**src/design/stl_queue.sv**
```systemverilog
// Token group queue between lexer front and output drain.
`default_nettype none
module stl_queue
#(
    parameter int W = 8,
    parameter int DEPTH_LOG = 2
) (
    input  wire logic         clk,
    input  wire logic         rst_n,
    input  wire logic         push,
    input  wire logic [W-1:0] wdata,
    output logic              full,
    input  wire logic         pop,
    output logic              nonempty,
    output logic [W-1:0]      rdata
);
    localparam int DEPTH = 1 << DEPTH_LOG;
    logic [W-1:0] mem [DEPTH];
    logic [DEPTH_LOG:0] wp_reg, rp_reg;

    always_ff @(posedge clk or negedge rst_n)
    begin
        if (!rst_n)
        begin
            wp_reg <= '0;
            rp_reg <= '0;
        end
        else
        begin
            if (push) wp_reg <= wp_reg + 1'b1;
            if (pop) rp_reg <= rp_reg + 1'b1;
        end
    end

    always_ff @(posedge clk)
    begin
        if (push) mem[wp_reg[DEPTH_LOG-1:0]] <= wdata;
    end

    assign nonempty = (wp_reg != rp_reg);
    assign full = (wp_reg[DEPTH_LOG] != rp_reg[DEPTH_LOG]) &&
                  (wp_reg[DEPTH_LOG-1:0] == rp_reg[DEPTH_LOG-1:0]);
    assign rdata = mem[rp_reg[DEPTH_LOG-1:0]];
endmodule
`default_nettype wire

```
**config.mk**
```make
export PLATFORM = sky130hd
export DESIGN_NAME = stl_queue
export DESIGN_NICKNAME = d
export VERILOG_FILES = /design/src/design/stl_queue.sv
export SDC_FILE = /design/constraint.sdc
export NUM_CORES = 1
export LEC_CHECK = 0
export ABC_CLOCK_PERIOD_IN_PS = 1700
export BUFFER_PORTS_ARGS = -buffer_cell sky130_fd_sc_hd__clkbuf_2
export CAP_MARGIN = 20
export CORE_AREA = 2 2 61 63
export CTS_CLUSTER_SIZE = 30
export DETAILED_ROUTE_END_ITERATION = 8
export DIE_AREA = 0 0 63 65
export RECOVER_POWER = 100
export SLEW_MARGIN = 40
export SYNTH_ARGS = -nofsm -noshare
export SYNTH_HDL_FRONTEND = slang
export SYNTH_SLANG_ARGS = --single-unit
```
**constraint.sdc**
```tcl
create_clock -name clk -period 1.7 [get_ports clk]
set_clock_uncertainty 0.1 [all_clocks]
set_input_delay 0.17 -clock clk [delete_from_list [all_inputs] [get_ports clk]]
set_output_delay 0.17 -clock clk [all_outputs]
set_load 0.03 [all_outputs]
```
==> metrics.csv <==
stage,metric,value,unit
clock_tree,cts_max_path_buffers,2,
logic_synthesis,yosysTopAreaCellShare,0.640,
pwr,cellPowerDensity,1770,nW/um2
outcome,failed_checks,setup timing,
logic_synthesis,synth-main-ff-cell,edfxtp_1,
global_route,grt_overflow,0,
logic_synthesis,async_flop_share,0.158,
worst_setup_path,crit_path_end,rdata[0],
sta,rsz0062_at_grt,true,
placement,place_worst_setup_slack,194,ps
sta,drv_slew,0,
sta,hold_viol,0,
worst_setup_path,cp.depth,3,
worst_setup_path,critPathRequiredTime,1430,ps
placement,place_area,1740,um2
run,maxCapViolations,0,
worst_setup_path,crit_type,flip-flop to output port,
logic_synthesis,synth_common_cells,"edfxtp_1 (32), mux4_2 (8), dfrtp_1 (6)",
finish,nets,137,
logic_synthesis,synth_top_cell_by_area,edfxtp_1,
die,coreArea,3500,um2
worst_setup_path,critPathLaunch,rp_reg[0]$_DFFE_PN0P_,
drt,drtAntennaViolNets,0,
drt,drtPass1Iterations,4,
die,rows,22,
worst_setup_path,crit_path_end_kind,output port,
finish,seqCellArea,1110,um2
worst_setup_path,reg2reg_to,mem[2][4]$_DFFE_PP_,
logic_synthesis,synth_edf_count,32,
pwr,ir_drop,0.897,mV
clock_tree,root_buffer,clkbuf_4,
logic_synthesis,syn_nets,89,
worst_setup_path,cp.arrival,1590,ps
logic_synthesis,synth_most_common_cell,edfxtp_1,
global_route,grt_use_total,0.140,
clock_tree,ctsHtreeMaxLevel,2,
worst_setup_path,reg2reg_from,wp_reg[0]$_DFFE_PN0P_,
clock_tree,numClockSinks,38,
sta,setup_viol,9,
global_route,grt_antenna_before_repair,0,
drt,wire_per_inst,14.4,um
logic_synthesis,synthTopCellsByArea,"edfxtp_1 (64%), mux4_2 (12%), dfrtp_1 (10%)",
finish,drive_above_1_share,0.339,
finish,largest_reg_flops,32,
clock_tree,clkTransAtPathRegs,110,ps
finish,fillCellCount,298,
worst_setup_path,cp_top_family,multiplexers,
worst_setup_path,crit_chain,buf_12 -> mux4_2 -> buf_8,
logic_synthesis,syn-cell-area,1500,um2
clock_tree,cts_buffers,5,
logic_synthesis,synthDistinctLibCells,15,
global_route,grt_pass1_wl,4070,um
sta,worst_slack,-157,ps
die,dieWidth,63,um
clock_tree,cts_tree,built,
placement,place_congestion,0.693,
worst_setup_path,cp-start-kind,flip-flop,
drt,drc_errors,0,
global_route,grt_pass1_vias,801,
worst_setup_path,max_stage_delay,520,ps
global_route,grt_max_degree,12,
logic_synthesis,ys_seq_area_frac,0.740,
placement,hpwl,1660,um
die,dieArea,4100,um2
logic_synthesis,syn_avg_cell_area,20.9,um2
clock_tree,clk_latency,340,ps
worst_setup_path,cp_slowest_cell,mux4_2,
finish,antenna_cells,0,
finish,multiInputGateArea,382,um2
sta,fin_crit_sh,1.09,
worst_setup_path,crit_fanout,7,
worst_setup_path,r2r_cells,4,
sta,period_needed,1860,ps
hold_path,hold_path.class,primary input to asynchronous set/reset pin,
drt,wl,2440,um
finish,design_area,2010,um2
outcome,outcome,finished with violations,
logic_synthesis,synth_seq_cells,38,
worst_setup_path,critPathBufInv,2,
drt,viasPerCell,4.60,
worst_setup_path,r2r_slack,210,ps
die,pin_count,22,
logic_synthesis,yosys_warnings,0,
die,start_util,0.429,
pwr,p_leak,0.752,nW
drt,vias,777,
placement,numPortBuffers,21,
logic_synthesis,synthCells,72,
drt,drt_iter0_drc,24,
sta,slew_headroom,0.774,
die,die_y,65,um
sta,tightest_slew,339,ps
finish,area_growth,33.9,%
sta,clock.fmax,538,MHz
## stage by stage
stage | std cells | setup TNS, ps | util | hold slack, ps | power, W
global placement | 147 | 0 | 0.496 | -93.6 | 0.00271
finish | 169 | -1190 | 0.575 | 120 | 0.00356
detailed placement | 147 | 0 | 0.496 | -91.3 | 0.00274
global route | 169 | -2010 | 0.575 | 133 | 0.00378
floorplan | 72 | 0 | - | -226 | 0.00231
CTS | 167 | -1340 | 0.564 | 62.6 | 0.00341
## cells by family (layout without fill, tap and decap cells)
| family | count (synthesis) | in the layout | synth area share |
|---|---|---|---|
| buffers and inverters | 4 | 53 | 0.0158 |
| AND/OR/NAND/NOR | 8 | 8 | 0.0308 |
| multiplexers | 9 | 9 | 0.127 |
| flip-flops | 38 | 38 | 0.740 |
| adder cells (fa/ha/maj) | 5 | 5 | 0.0417 |
| XOR/XNOR | 7 | 7 | 0.0408 |
| AO/OA/AOI/OAI | 1 | 1 | 0.00333 |
## what timing repair did
action,in CTS,in global routing
hold buffers,11,0
endpoints found under the setup margin,10,10
gates resized for setup,17,18
pin swaps,1,0
hold endpoints to repair,41,0
buffers inserted,1,2
## power breakdown
part           switching (W)  leakage [nW]  internal [W]
Sequential          0.000149         0.364       0.00124
Clock               0.000280        0.0297      0.000155
Combinational       0.000803         0.359      0.000924
## worst min path at each step
stage                                  endpoint  start  cells past startpoint
final                     wp_reg[2]$_DFFE_PN0P_  rst_n                      2
after global routing      wp_reg[2]$_DFFE_PN0P_  rst_n                      2
after CTS                 wp_reg[2]$_DFFE_PN0P_  rst_n                      2
after detailed placement  rp_reg[2]$_DFFE_PN0P_  rst_n                      1
after global placement    rp_reg[2]$_DFFE_PN0P_  rst_n                      1
after floorplan           rp_reg[0]$_DFFE_PN0P_  rst_n                      0
## area by class of cell
| type | instances | share of cell area |
|---|---|---|
| Clock buffer | 6 | 0.0205 |
| Clock inverter | 2 | 0.00436 |
| Inverter | 2 | 0.00373 |
| Multi-Input combinational cell | 30 | 0.190 |
| Sequential cell | 38 | 0.553 |
| Tap cell | 48 | 0.0299 |
| Timing Repair Buffer | 43 | 0.199 |
## routing by layer
layer	GRT usage	vias to the layer above	wire, um
met5	0	-	0
met4	0.0750	0	55
met3	0.0538	5	113
met2	0.210	19	1200
met1	0.176	379	1070
li1	-	374	-
## cells in the final DEF, fill, tap and decap left out, types with 3 or more instances in the layout
cell type	n
dlygate4sd3_1	11
mux4_2	8
dfrtp_1	5
and2_1	4
buf_8	5
buf_6	5
clkbuf_1	10
xor2_1	3
buf_4	7
clkbuf_4	6
edfxtp_1	32
ha_1	5
(Power assumes the default switching activity.)
