--- src/design/stl_pkg.sv ---
// Shared types and constants for the source text lexer.
`default_nettype none
package stl_pkg;
    localparam logic [4:0] K_EOF = 5'd0;
    localparam logic [4:0] K_MINUS = 5'd1;
    localparam logic [4:0] K_PLUS = 5'd2;
    localparam logic [4:0] K_TIMES = 5'd3;
    localparam logic [4:0] K_DIV = 5'd4;
    localparam logic [4:0] K_LPAREN = 5'd5;
    localparam logic [4:0] K_RPAREN = 5'd6;
    localparam logic [4:0] K_LCURLY = 5'd7;
    localparam logic [4:0] K_RCURLY = 5'd8;
    localparam logic [4:0] K_SEMI = 5'd9;
    localparam logic [4:0] K_COMMA = 5'd10;
    localparam logic [4:0] K_EQ = 5'd11;
    localparam logic [4:0] K_NE = 5'd12;
    localparam logic [4:0] K_LE = 5'd13;
    localparam logic [4:0] K_GE = 5'd14;
    localparam logic [4:0] K_LT = 5'd15;
    localparam logic [4:0] K_GT = 5'd16;
    localparam logic [4:0] K_ASSIGN = 5'd17;
    localparam logic [4:0] K_INT = 5'd18;
    localparam logic [4:0] K_FLOAT = 5'd19;
    localparam logic [4:0] K_RETURN = 5'd20;
    localparam logic [4:0] K_TYPE = 5'd21;
    localparam logic [4:0] K_IDENT = 5'd22;
    localparam logic [4:0] K_ERROR = 5'd23;

    localparam logic [1:0] R_DEC = 2'd0;
    localparam logic [1:0] R_OCT = 2'd1;
    localparam logic [1:0] R_HEX = 2'd2;

    localparam logic [15:0] LEN_MAX = 16'hFFFF;
    localparam logic [7:0] FCNT_MAX = 8'd255;

    typedef enum logic [8:0] {
        M_IDLE  = 9'b000000001,
        M_SLASH = 9'b000000010,
        M_LINE  = 9'b000000100,
        M_BLOCK = 9'b000001000,
        M_BSTAR = 9'b000010000,
        M_CMP   = 9'b000100000,
        M_NUM   = 9'b001000000,
        M_FRAC  = 9'b010000000,
        M_WORD  = 9'b100000000
    } lex_mode_t;

    // keyword spelling, one byte per letter position
    function automatic logic [7:0] kw_char(input logic [1:0] k, input logic [2:0] i);
        logic [47:0] s;
        begin
            unique case (k)
                2'd0: s = "return";
                2'd1: s = {"void", 16'h0};
                2'd2: s = {"int", 24'h0};
                default: s = {"float", 8'h0};
            endcase
            kw_char = (i < 3'd6) ? s[47 - 8*i -: 8] : 8'h0;
        end
    endfunction

    function automatic logic [2:0] kw_len(input logic [1:0] k);
        unique case (k)
            2'd0: kw_len = 3'd6;
            2'd1: kw_len = 3'd4;
            2'd2: kw_len = 3'd3;
            default: kw_len = 3'd5;
        endcase
    endfunction

    function automatic logic is_letter(input logic [7:0] c);
        is_letter = (c >= "a" && c <= "z") || (c >= "A" && c <= "Z");
    endfunction
endpackage
`default_nettype wire

--- src/design/stl_back.sv ---
// Output drain: emits the tokens of one queued group one per cycle, stalling while ready is low.
`default_nettype none
module stl_back
    import stl_pkg::*;
#(
    parameter int OFFSET_BITS = 24,
    parameter int VALUE_BITS = 32,
    parameter int TW = 8
) (
    input  wire logic                   clk,
    input  wire logic                   rst_n,
    input  wire logic                   nonempty,
    input  wire logic [2:0]             g_n,
    input  wire logic [3*TW-1:0]        g_tok,
    output logic                        pop,
    output logic                        valid,
    input  wire logic                   ready,
    output logic [4:0]                  token_kind,
    output logic [1:0]                  type_code,
    output logic [VALUE_BITS-1:0]       int_value,
    output logic [VALUE_BITS-1:0]       fraction_value,
    output logic [7:0]                  fraction_digits,
    output logic [OFFSET_BITS-1:0]      start_offset,
    output logic [15:0]                 token_length,
    output logic                        last_of_run
);
    logic [1:0] idx_reg, idx_next;
    logic valid_reg;
    logic [TW-1:0] tok_reg;
    logic last_reg;
    logic take;
    logic [TW-1:0] cur;

    assign take = nonempty && (!valid_reg || ready);
    assign cur = g_tok[idx_reg*TW +: TW];
    assign idx_next = (idx_reg + 2'd1 == g_n[1:0] || g_n == 3'd3 && idx_reg == 2'd2)
                      ? 2'd0 : idx_reg + 2'd1;
    assign pop = take && (idx_next == 2'd0);

    always_ff @(posedge clk or negedge rst_n)
    begin
        if (!rst_n)
        begin
            valid_reg <= 1'b0;
            idx_reg <= '0;
        end
        else
        begin
            if (take)
            begin
                valid_reg <= 1'b1;
                idx_reg <= idx_next;
            end
            else if (ready) valid_reg <= 1'b0;
        end
    end

    always_ff @(posedge clk)
    begin
        if (take)
        begin
            tok_reg <= cur;
            last_reg <= (idx_next == 2'd0);
        end
    end

    assign valid = valid_reg;
    assign {token_kind, type_code, int_value, fraction_value, fraction_digits,
            start_offset, token_length} = tok_reg;
    assign last_of_run = last_reg;
endmodule
`default_nettype wire

--- config.mk ---
export PLATFORM = sky130hd
export DESIGN_NAME = stl_back
export DESIGN_NICKNAME = d
export VERILOG_FILES = /design/src/design/stl_pkg.sv /design/src/design/stl_back.sv
export SDC_FILE = /design/constraint.sdc
export NUM_CORES = 1
export LEC_CHECK = 0
export ABC_AREA = 1
export BUFFER_PORTS_ARGS = -buffer_cell sky130_fd_sc_hd__buf_2
export CORE_AREA = 10 10 77 79
export CTS_CLUSTER_DIAMETER = 120
export CTS_CLUSTER_SIZE = 12
export DETAILED_ROUTE_END_ITERATION = 12
export DIE_AREA = 0 0 87 89
export PLACE_DENSITY_LB_ADDON = 0.3
export REMOVE_ABC_BUFFERS = 1
export SLEW_MARGIN = 0
export SYNTH_ARGS = -nofsm -noshare
export SYNTH_HDL_FRONTEND = slang
export SYNTH_SLANG_ARGS = --single-unit
export TNS_END_PERCENT = 50
--- constraint.sdc ---
create_clock -name clk -period 2 [get_ports clk]
set_input_delay 0.1 -clock clk [delete_from_list [all_inputs] [get_ports clk]]
set_output_delay 0.1 -clock clk [all_outputs]
set_load 0.02 [all_outputs]
==> results of run 1 <==
[worst max-delay path, delay by kind of cell, from the launching register on]
family                     cells  cell delay, ns
and+or+nand+nor                6            0.41
adders and majority gates      1            0.30
DFF                            1            0.35
buffers and inverters          3            0.31
[layout make-up]
class	count	area share [%]
Multi-Input combinational cell	167	48.56
Sequential cell	12	24.10
Timing Repair Buffer	46	17.12
Tap cell	54	4.716
Clock buffer	4	3.144
Inverter	9	2.358
[metrics by stage]
step,power [mW],setup slack (ns),hold WS [ns],utilization [%]
3_3_place_gp,1.220,0.5462,-0.09428,30.37
2_1_floorplan,1.002,0.1925,-0.1956,-
4_1_cts,1.457,0.2701,0.05459,31.59
5_1_grt,1.594,0.1330,0.06205,31.59
3_5_place_dp,1.215,0.5454,-0.09303,30.37
6_report,1.449,0.2897,0.05676,31.59
[kinds of logic (layout without fill, tap and decap cells)]
| family | Yosys count | after routing |
|---|---|---|
| buffers and inverters | 124 | 59 |
| AND/OR/NAND/NOR | 46 | 46 |
| flip-flops | 12 | 12 |
| AO/OA/AOI/OAI | 9 | 9 |
| adder cells (fa/ha/maj) | 1 | 1 |
| other | 1 | 111 |
[routing by layer]
layer	up-vias	global-route usage (%)
met5	-	0
met4	0	3.093
met3	4	6.381
met2	101	12.59
met1	398	8.347
li1	474	-
[repair_timing]
action	in CTS	in global routing
endpoints found under the hold margin	3	0
gates resized for setup	0	0
hold buffers	1	0
[synthesized netlist by cell type, drive strengths merged]
cell	n
edfxtp	9
nand3	9
nor2	19
nand2	15
o31ai	8
dfrtp	3
ha	1
nand4	3
buf	115
conb	1
a21oi	1
inv	9
[power groups by stage]
stage               Clock, mW  Combinational (mW)  Sequential, mW
floorplan                   0               0.491           0.511
detailed placement          0               0.816           0.399
global placement            0               0.823           0.397
global route            0.257               0.938           0.399
CTS                     0.243               0.820           0.394
finish                  0.235               0.821           0.393
[worst max-delay path by stage]
stage / startpoint / to / slack [ns] / cells past startpoint
after floorplan: idx_reg[0]$_DFFE_PN0P_ / pop / 0.19 / 9
after global placement: valid$_DFFE_PN0P_ / tok_reg[3]$_DFFE_PP_ / 0.55 / 2
after detailed placement: idx_reg[0]$_DFFE_PN0P_ / pop / 0.55 / 10
after CTS: idx_reg[0]$_DFFE_PN0P_ / pop / 0.27 / 10
after global routing: idx_reg[0]$_DFFE_PN0P_ / pop / 0.13 / 10
final: idx_reg[0]$_DFFE_PN0P_ / pop / 0.29 / 10
==> results.json, run 1 <==
{
  "outcome": "completed",
  "grt_setup_unrepaired": "no",
  "ff_latch_area_um2": 345.3,
  "ys_ff_latch": 12,
  "grt_overflow_total": 0,
  "fill_cells": 497,
  "grt_use_total_pct": 8.242,
  "final_cells": 292,
  "area_growth_pct": -5.994,
  "final_antenna_net_count": 0,
  "critPathRequiredTime_ns": 1.90,
  "place_area_mm2": 0.001378,
  "synth-simple-area-share_pct": 13.22,
  "reg2reg_from": "valid$_DFFE_PN0P_",
  "cp.arrival_ns": 1.61,
  "vias_per_cell": 3.346,
  "post-route-period-util_pct": 85.52,
  "multi_input_area_um2": 695.7,
  "synthAdderAreaFrac_pct": 0.8210,
  "fin_area_mm2": 0.001433,
  "seq_power_share_pct": 27.1,
  "routed_wl_um": 3618,
  "dp.cells": 287,
  "synth_mux_area_share_pct": 0,
  "p_comb_share_pct": 56.6,
  "yosys.area.top_type": "buf_4",
  "antenna_cells": 0,
  "cts_max_level": 1,
  "wl_met2_um": 1588,
  "worst_path_most_repeated_cell": "nand2_1",
  "synth_top_area_share_pct": 55.17,
  "pin_count": 153,
  "drt-met1-wl_um": 1306,
  "drv_cap": 0,
  "worst_slew_pin_slew_ns": 0.5347,
  "dieHeight_um": 89,
  "r2r_cells": 2,
  "core_mm2": 0.004536,
  "route.met3.wl_um": 685,
  "drive_gt1_share_pct": 21.85,
  "setup_violations": 0,
  "avgSynthCellArea_um2": 7.896,
  "critPathKind": "reg2out",
  "hold_end": "valid$_DFFE_PN0P_",
  "cts.sinks": 12,
  "synth-compound-area-share_pct": 4.269,
  "post_drt_wl_per_cell_um": 12.39,
  "start_util_pct": 33.60,
  "clock_power_share_pct": 16.2,
  "fmaxAchievable_ghz": 0.5847,
  "cp_slowest_stage_delay_ns": 0.35,
  "vias": 977,
  "largest_reg_flops": 8,
  "dp_hpwl_um": 3210,
  "hold_depth": 3,
  "syn_inst": 193,
  "r2r-end": "tok_reg[7]$_DFFE_PP_",
  "dr.first_iter.drc_count": 66,
  "top_layer_used": "met4",
  "min_period_ns": 1.710,
  "finalMaxSlewViolations": 0,
  "hp-start": "nonempty",
  "path_clk_slew_ns": 0.06,
  "gp_congestion": 0.7204,
  "path_max_fanout": 4,
  "dieArea_mm2": 0.007743,
  "end_kind": "primary output",
  "drc": 0,
  "synthDistinctLibCells": 18,
  "p_sw_share_pct": 48.36,
  "cts_tree": "done",
  "final_common_cell": "conb_1",
  "hp-class": "in2reg",
  "netlist_top_cells_area": "buf_4, edfxtp_1, dfrtp_1",
  "antenna_found_initial": 0,
  "synth_xor_area_share_pct": 0,
  "grt_max_degree": 19,
  "max-clock-path-buffers": 2,
  "io_buffer_count": 41,
  "synth_seq_area_share_pct": 22.66,
  "grt_pass1_wl_um": 5154,
  "nets": 271,
  "reg2reg_slack_ns": 0.58,
  "skew_ns": 0.006035,
  "switching_power_uw": 700.5,
  "hold_viol": 0,
  "start_kind": "flip-flop",
  "synth_area_mm2": 0.001524,
  "tns_ns": 0,
  "grt_pass1_vias": 1117,
  "crit_slowest_cell": "dfrtp_1",
  "postCtsSetupRepairBufs": 0,
  "yosysWarnings": 0,
  "fp.dieW_um": 87,
  "relSlewSlack_pct": 64.36,
  "clock_latency_ns": 0.24,
  "ir_drop_v": 0.0002064,
  "firstDrtPassIters": 4,
  "crit_chain": "inv_2 > ha_1 > inv_1 > nand2_1 > nand2_1 > nand2_2 > nand3_2 > nand2_1 > nor2_1 > buf_2",
  "row_count": 25,
  "power_density_mw_per_mm2": 1011,
  "p_leak_nw": 0.8642,
  "final_cell_mix": "conb_1, buf_2, nor2_1",
  "synth_top_family_by_area": "buffers and inverters",
  "cts_buffers": 3,
  "cts_root_buffer": "clkbuf_8",
  "intPower_uw": 748.1
}
Note: power is estimated with default switching activity, not from simulation.
==> run 2: changes to the inputs <==
--- a/config.mk
+++ b/config.mk
@@ -12,6 +12,7 @@
 export CTS_CLUSTER_SIZE = 12
 export DETAILED_ROUTE_END_ITERATION = 12
 export DIE_AREA = 0 0 87 89
+export HOLD_SLACK_MARGIN = 0.15
 export PLACE_DENSITY_LB_ADDON = 0.3
 export REMOVE_ABC_BUFFERS = 1
 export SLEW_MARGIN = 0
==> run 2 against run 1 <==
  * Non-clock buffer count rose by 2
  * Total power rose by 0.28%
  * Clock skew hardly changed
  * Utilization grew 0.44 points
  * Largest power group unchanged
  * Routed wire length rose by 1.1%
  * Final cell count increased by 0.68%
  * Maximum frequency barely moved
  * Hold slack gained 0.10 ns
  * Register-to-register slack is essentially flat
  * Clock-buffer cell count did not move
  * Final area increased by 1.4%
==> results.json, run 2 (synthesized netlist as in run 1, its figures left out) <==
{
  "clock_latency_ns": 0.24,
  "path_clk_slew_ns": 0.06,
  "postCtsSetupRepairBufs": 0,
  "path_depth": 10,
  "dieHeight_um": 89,
  "r2r-end": "tok_reg[7]$_DFFE_PP_",
  "grt_overflow_total": 0,
  "reg2reg_from": "valid$_DFFE_PN0P_",
  "antenna_cells": 0,
  "cts_max_level": 1,
  "fmaxAchievable_ghz": 0.5846,
  "start_util_pct": 33.60,
  "grt_use_total_pct": 8.318,
  "min_period_ns": 1.711,
  "fin_util_pct": 32.03,
  "grt_pass1_vias": 1119,
  "routed_wl_um": 3657,
  "path_max_fanout": 4,
  "end_kind": "primary output",
  "worst_slew_pin_slew_ns": 0.5383,
  "relSlewSlack_pct": 64.11,
  "firstDrtPassIters": 4,
  "hold_end": "tok_reg[6]$_DFFE_PP_",
  "final_common_cell": "conb_1",
  "met1_usage_pct": 8.347,
  "hp-start": "g_tok[22]",
  "nets": 273,
  "vias_per_cell": 3.350,
  "drv_cap": 0,
  "largest_reg_flops": 8,
  "pin_count": 153,
  "grt_pass1_wl_um": 5188,
  "area_growth_pct": -4.680,
  "post_drt_wl_per_cell_um": 12.44,
  "busiest_layer": "met2",
  "start_kind": "flip-flop",
  "worst_path_most_repeated_cell": "nand2_1",
  "grt.met3_usage_pct": 6.381,
  "cp.arrival_ns": 1.61,
  "hold_depth": 3,
  "crit_buf_inv": 3,
  "critPathKind": "reg2out",
  "fp.dieW_um": 87,
  "cp_slowest_stage_delay_ns": 0.35,
  "antenna_found_initial": 0,
  "io_buffer_count": 41,
  "cts_tree": "done",
  "critPathRequiredTime_ns": 1.90,
  "row_count": 25,
  "cts_buffers": 3,
  "dr.first_iter.drc_count": 64,
  "ir_drop_v": 0.0002065,
  "gp_congestion": 0.7204,
  "r2r_cells": 2,
  "drc": 0,
  "post-route-period-util_pct": 85.53,
  "tns_ns": 0,
  "cts.sinks": 12,
  "final_antenna_net_count": 0,
  "dp_hpwl_um": 3210,
  "grtUsageMet2_pct": 12.86,
  "setup_violations": 0,
  "ctsResizeCount": 0,
  "cpLargestDelayFamily": "simple AND/OR/NAND/NOR gates",
  "skew_ns": 0.006018,
  "hold_viol": 0,
  "p_leak_nw": 0.8717,
  "grt_max_degree": 19,
  "drive_gt1_share_pct": 21.67,
  "crit_slowest_cell": "dfrtp_1",
  "vias": 985,
  "cts_root_buffer": "clkbuf_8",
  "hp-class": "in2reg",
  "max-clock-path-buffers": 2,
  "reg2reg_slack_ns": 0.58,
  "final_cell_mix": "conb_1, buf_2, nor2_1",
  "power_density_mw_per_mm2": 1000,
  "core_mm2": 0.004536,
  "grt_setup_unrepaired": "no",
  "finalMaxSlewViolations": 0,
  "outcome": "completed",
  "crit_chain": "inv_2 > ha_1 > inv_1 > nand2_1 > nand2_1 > nand2_2 > nand3_2 > nand2_1 > nor2_1 > buf_2",
  "dieArea_mm2": 0.007743
}
## run 2: cell count changes in the layout (fill, tap and decap cells not counted), sizes merged
cell and delta:
dlygate4sd3 +2
## run 2: power breakdown
part           switching (mW)  total (mW)  internal [mW]
clock network          0.0944       0.235          0.141
logic                   0.587       0.824          0.238
registers              0.0206       0.393          0.373
total                   0.701        1.45          0.751
## run 2: how the worst max path moves through the flow
stage	from	to	slack (ns)
floorplan	idx_reg[0]$_DFFE_PN0P_	pop	0.19
global placement	valid$_DFFE_PN0P_	tok_reg[3]$_DFFE_PP_	0.55
detailed placement	idx_reg[0]$_DFFE_PN0P_	pop	0.55
CTS	idx_reg[0]$_DFFE_PN0P_	pop	0.27
global route	idx_reg[0]$_DFFE_PN0P_	pop	0.13
finish	idx_reg[0]$_DFFE_PN0P_	pop	0.29
## run 2: final cells by class
cell class / count / area [um2]
Fill cell: 496 / 3083
Clock buffer: 4 / 45.04
Tap cell: 54 / 67.56
Inverter: 9 / 33.78
Timing Repair Buffer: 48 / 265.3
Multi-Input combinational cell: 167 / 695.7
Sequential cell: 12 / 345.3
## run 2: stage by stage
step	hold slack [ns]	cell area [um2]	power [mW]	cells	setup slack [ns]
floorplan	-0.1956	1075	1.002	188	0.1925
global placement	-0.09428	1378	1.220	287	0.5462
detailed placement	-0.09303	1378	1.215	287	0.5454
CTS	0.1578	1453	1.461	294	0.2701
global route	0.1701	1453	1.598	294	0.1330
finish	0.1590	1453	1.453	294	0.2894
## run 2: metal layers
metal  wire length (um)  vias to the layer above
li1                   -                      478
met3                689                        4
met2               1620                      101
met5                  0                        -
met1               1310                      402
met4                 37                        0
## run 2: worst min-delay path, stage by stage
cell and delay (ns):
buf_2 0.07, nand3_1 0.06, o31ai_1 0.06
## run 2: timing repair
item | 4_1_cts | 5_1_grt
hold buffers | 3 | 0
endpoints found under the setup margin | 0 | 0
hold endpoints to repair | 4 | 0
==> run 3: changes to the inputs <==
--- a/config.mk
+++ b/config.mk
@@ -14,7 +14,6 @@
 export DIE_AREA = 0 0 87 89
 export HOLD_SLACK_MARGIN = 0.15
 export PLACE_DENSITY_LB_ADDON = 0.3
-export REMOVE_ABC_BUFFERS = 1
 export SLEW_MARGIN = 0
 export SYNTH_ARGS = -nofsm -noshare
 export SYNTH_HDL_FRONTEND = slang
==> run 3 against run 2 <==
  * Clock skew shrank 0.0035 ns
  * Flip-flop and latch count is the same
  * First-iteration DRC count shrank 53%
  * Combinational power grew 0.5%
  * Non-clock buffer count is the same
  * Routed wire length shrank 6.5%
  * Maximum frequency grew 0.65%
  * Total power shrank 0.68%
==> results.json, run 3 (synthesized netlist as in run 1, its figures left out) <==
{
  "power_mw": 1.443,
  "critPathKind": "reg2out",
  "area_growth_pct": -4.680,
  "reg2reg_from": "idx_reg[0]$_DFFE_PN0P_",
  "max-clock-path-buffers": 2,
  "cts_max_level": 1,
  "drv_cap": 0,
  "row_count": 25,
  "dr.first_iter.drc_count": 30,
  "grt_use_total_pct": 6.940,
  "start_kind": "flip-flop",
  "hold_ws_ns": 0.1634,
  "min_period_ns": 1.700,
  "postCtsSetupRepairBufs": 0,
  "drc": 0,
  "gp_congestion": 0.7957,
  "grt_setup_unrepaired": "no",
  "hp-class": "in2reg",
  "fp.dieW_um": 87,
  "end_kind": "primary output",
  "antenna_cells": 0,
  "fin_ws_ns": 0.3004,
  "post_drt_wl_per_cell_um": 11.63,
  "largest_reg_flops": 8,
  "cts_tree": "done",
  "grt_pass1_wl_um": 4471,
  "cts_root_buffer": "clkbuf_8",
  "power_density_mw_per_mm2": 993.1,
  "io_buffer_count": 41,
  "pin_count": 153,
  "routed_wl_um": 3418,
  "p_leak_nw": 0.8721,
  "drive_gt1_share_pct": 21.67,
  "grt_max_degree": 19,
  "post-route-period-util_pct": 84.98,
  "dp_hpwl_um": 3114,
  "start_util_pct": 33.60,
  "antenna_found_initial": 0,
  "ir_drop_v": 0.0002171,
  "tns_ns": 0,
  "vias_per_cell": 3.381,
  "path_max_fanout": 4,
  "dieHeight_um": 89,
  "nets": 273,
  "final_common_cell": "conb_1",
  "cp.arrival_ns": 1.60,
  "cts.sinks": 12,
  "hold_viol": 0,
  "clock_latency_ns": 0.24,
  "grt_overflow_total": 0,
  "dieArea_mm2": 0.007743,
  "setup_violations": 0,
  "grt_pass1_vias": 1014,
  "final_antenna_net_count": 0,
  "cts_buffers": 3,
  "finalMaxSlewViolations": 0,
  "core_mm2": 0.004536,
  "vias": 994,
  "fmaxAchievable_ghz": 0.5884,
  "hp-start": "g_tok[19]",
  "worstSetupStartpoint": "idx_reg[0]$_DFFE_PN0P_",
  "skew_ns": 0.002493,
  "firstDrtPassIters": 4,
  "fin_util_pct": 32.03,
  "final_cell_mix": "conb_1, buf_2, nor2_1",
  "pre_cts_ws_ns": 0.5396,
  "outcome": "completed",
  "critPathRequiredTime_ns": 1.90,
  "path_clk_slew_ns": 0.05
}
## run 3: area by class of cell
type	instances	area (um2)
multi-input combinational	167	695.7
clock buffer	3	41.29
sequential	12	345.3
clock inverter	1	3.754
inverter	9	33.78
tap	54	67.56
fill	519	3083
timing repair buffer	48	265.3
## run 3: stage by stage
stage               std cells  area (um2)
finish                    294        1453
floorplan                 303        1937
CTS                       294        1453
detailed placement        287        1378
global placement          287        1378
global route              294        1453
## run 3: power by group
group / switching (mW) / total (mW) / internal, mW
clock network: 0.0862 / 0.221 / 0.135
logic: 0.590 / 0.828 / 0.239
registers: 0.0202 / 0.393 / 0.373
## run 3: worst max-delay path, stage by stage, from the launching register on
cell and delay (ns):
dfrtp_1 0.35, inv_2 0.04, ha_1 0.29, inv_1 0.10, nand2_1 0.06, nand2_1 0.07
nand2_2 0.07, nand2_1 0.08, nor2_2 0.04, nor2_1 0.09, buf_2 0.16
## run 3: timing repair
action | 4_1_cts | 5_1_grt
hold endpoints to repair | 4 | 0
hold buffers | 3 | 0
gates resized for setup | 0 | 0
## run 3: path summary, 6_finish.rpt
kind,depth (start not counted),endpoint,slack [ns]
max,10,pop,0.30
min,3,tok_reg[3]$_DFFE_PP_,0.16
max reg2reg,9,last_of_run$_DFFE_PP_,0.61
min reg2reg,1,last_of_run$_DFFE_PP_,0.69
max in group asynchronous,2,valid$_DFFE_PN0P_,1.71
min in group asynchronous,2,idx_reg[1]$_DFFE_PN0P_,0.19
## run 3: metal layers
layer  track usage [%]  part of all wire (%)  vias to the layer above
met1             8.070                    39                      433
met5                 0                     0                        -
met2             11.66                    51                       76
met3             1.823                   9.3                        5
li1                  -                     -                      480
met4             3.093                   1.2                        0
